**config.mk**
```make
export PLATFORM = sky130hd
export DESIGN_NAME = carg_ram
export DESIGN_NICKNAME = d
export VERILOG_FILES = /design/src/hw/rtl/carg_ram.sv
export SDC_FILE = /design/constraint.sdc
export NUM_CORES = 1
export LEC_CHECK = 0
export ABC_AREA = 1
export BUFFER_PORTS_ARGS = -buffer_cell sky130_fd_sc_hd__buf_2
export CORE_AREA = 2 2 142 144
export CTS_BUF_LIST = sky130_fd_sc_hd__clkbuf_8
export DETAILED_ROUTE_END_ITERATION = 7
export DIE_AREA = 0 0 144 146
export GPL_TIMING_DRIVEN = 0
export PLACE_DENSITY = 0.55
export SYNTH_ARGS = -nofsm -noshare
export SYNTH_HDL_FRONTEND = slang
export SYNTH_SLANG_ARGS = --single-unit
```
**constraint.sdc**
```tcl
create_clock -name clock -period 4 [get_ports clock]
set_input_delay 1 -clock clock [delete_from_list [all_inputs] [get_ports clock]]
set_output_delay 1 -clock clock [all_outputs]
set_load 0.02 [all_outputs]
```
**src/hw/rtl/carg_ram.sv**
```systemverilog
// generic single write port ram with registered read
// no dependencies
module carg_ram #(
   parameter int WIDTH = 8,
   parameter int DEPTH = 16
) (
   input  logic                     clock,
   input  logic                     we,
   input  logic [$clog2(DEPTH)-1:0] waddr,
   input  logic [WIDTH-1:0]         wdata,
   input  logic [$clog2(DEPTH)-1:0] raddr,
   output logic [WIDTH-1:0]         rdata
);

   logic [WIDTH-1:0] mem_ff [DEPTH];
   logic [WIDTH-1:0] rd_ff;

   always_ff @(posedge clock) begin
      if (we) begin
         mem_ff[waddr] <= wdata;
      end
      rd_ff <= mem_ff[raddr];
   end

   assign rdata = rd_ff;

endmodule

```
==> key figures <==
Clock network
  – Clock root buffer: clkbuf_8
  – H-tree levels: 4
  – Clk slew on worst S/H paths: about 0.07 ns
  – CTS resizes: 0
  – Cts hold-fix bufs: 0
  – Deepest clock path buffer count: 2
  – Num CTS Buffers: 17
  – Post-CTS Repair Setup Buffers: 0
  – # clock sinks: roughly 140
  – CTS tree: yes
  – Worst skew pair latency: between 0.4 and 0.5 ns

GRT
  – Antenna violations before repair: 0
  – GRT busiest layer: met2
  – Overflow after GRT: 0
  – Vias in the first global route: ~3700
  – First-pass GRT wire length: approximately 22000 µm
  – Met3 global-route usage: under 10%
  – GRT Total Usage: about 14%
  – Maximum number of pins on one net before global-route repair: 17
  – GRT met1 Usage: between 20 and 25%
  – Grt met2 use: between 20% and 30%

Timing
  – Clock Skew: around 0.009 ns
  – Post-Route Setup TNS: 0 ns
  – Worst-margin pin slew: a little over 1 ns
  – Fmax: 464 MHz
  – RSZ-0062 raised after global routing: no
  – Final worst path period share: 53.9%
  – Max Slew Vio Count: 0
  – Setup-failing EPs final: 0
  – Rel. slew slack: between 30 and 40%
  – Final Hold Viols: 0
  – Fin crit period: ~2.2 ns

Pwr
  – Clock power share: 35.7%
  – Worst vdd ir: ~0.0002 V
  – Int Pwr: between 2 and 2.5 mW
  – Psw: between 600 and 700 µW
  – Sequential power share: a little under three fifths
  – Sw frac: 23.2%
  – Combinational share of power: ~7.7%
  – Total power: approximately 2.8 mW
  – Power Density: between 400 and 500 nW/µm²
  – Leakage power figure: between 2 and 3 nW

Drt
  – Routed WL: 14400 µm
  – Routed vias/inst: between 4 and 5
  – Initial DRC Count: between 400 and 500
  – Vias post-DR: about 3800
  – ANT nets after route: 0
  – DRC viols: 0
  – Pre-Repair DR Iteration Count: 5
  – Post-DR wirelength/cell: 16.5 µm

Floorplanning
  – Die area: roughly 21000 µm²
  – Chip Width: ~140 µm
  – Cell Rows: 51
  – Core area: 19300 µm²
  – Die Y-Extent: between 100 and 150 µm
  – Initial Util: between 20% and 30%
  – I/O pin count: 26

Synth
  – Post-Synthesis Cells: 551
  – Synthesized area per cell: 10.5 µm²
  – Sequential fraction of the synthesis area: 69.4%
  – Post-synth net total: roughly 570
  – Synthesized cell area: between 5000 and 6000 µm²
  – Synth Warn #: 0
  – Unique cell type count in the Yosys netlist: 12
  – #FFs+latches synth: between 100 and 150

Finish
  – Most common library cell in the layout ignoring fill and taps: nand2_1
  – Most frequent cells in the layout: 173 x nand2_1, 128 x edfxtp_1, 108 x inv_1
  – Share of cells above drive strength 1: roughly an eighth
  – Post-layout nets: 610
  – Layout area overhead: 13.7%
  – # diodes: 0

Placement
  – DPL Wire Length: between 9000 and 10000 µm
  – # port buffers: 22
  – Routability cong.: 0.839

Worst setup path
  – Crit. End Element: register
  – Worst Path Arrival: about 2.2 ns
  – CP startpoint kind: input port
  – Crit Path Class: in -> reg
  – Required time worst endpoint: roughly 4 ns
  – Crit path max fanout: 8

Outcome
  – Status: finished clean

Job
  – Max-cap violations: 0

Min path
  – Hold Crit Class: reg -> reg
[cell usage after synthesis]
master    instances  area, µm²
nand2_1         173        649
edfxtp_1        128       3840
inv_1           100        375
nand3_1          97        485
nor2_1           17       63.8
buf_2            13       65.1
dfxtp_1           8        160
buf_6             6       67.6
buf_4             4       30.0
inv_2             2       7.51
nand3b_1          2       15.0
buf_1             1       3.75
[power groups by stage]
stage / Combinational [mW] / Sequential, mW / Clock [mW]
floorplan: 0.112 / 1.64 / 0
global placement: 0.215 / 1.63 / 0
detailed placement: 0.217 / 1.63 / 0
CTS: 0.218 / 1.60 / 1.02
global route: 0.241 / 1.60 / 1.09
finish: 0.218 / 1.60 / 1.01
[state kept, by name, indices dropped and copies added (netlist names)]
name    cells
mem_ff    128
rdata       8
[critical path, stage by stage]
cell	delay (ns)
buf_2	0.12
nand3b_1	0.27
nor2_1	0.84
[final cells by class]
class	count	area, µm²
sequential	136	4000
multi-input combinational	289	1210
inverter	102	383
clock inverter	12	75.1
timing repair buffer	22	110
buffer	24	166
tap	265	332
clock buffer	20	275
fill	1978	12800
[path summary, 6_finish.rpt]
path                                                to                    from  cells after the start  slack, ns
worst min-delay path                  rdata[0]$_DFF_P_  mem_ff[9][0]$_DFFE_PP_                      6       0.72
worst max register to register        rdata[7]$_DFF_P_  mem_ff[1][7]$_DFFE_PP_                      6       2.95
worst min register to register        rdata[0]$_DFF_P_  mem_ff[9][0]$_DFFE_PP_                      6       0.72
worst max-delay path            mem_ff[6][0]$_DFFE_PP_                waddr[3]                      3       1.85
[kinds of logic after synthesis]
kind of cell / Yosys count / share of synthesized area [%]
simple gates: 289 / 21.0
buf+inv: 126 / 9.52
flops: 136 / 69.4
[metrics by stage]
step	setup WS [ns]	std cells	hold WS [ns]	area (µm²)	util [%]
floorplan	2.05	551	0.607	5770	-
global placement	1.48	838	0.693	6210	32.1
detailed placement	1.43	838	0.708	6210	32.1
CTS	1.92	870	0.721	6560	33.9
global route	1.84	870	0.777	6560	33.9
finish	1.85	870	0.719	6560	33.9
[per-layer routing]
layer	part of all wire (%)	vias to the layer above
met2	44	127
met5	0	-
met1	46	1789
met4	3.1	0
li1	-	1854
met3	6.4	32
Note: power is estimated with default switching activity, not from simulation.
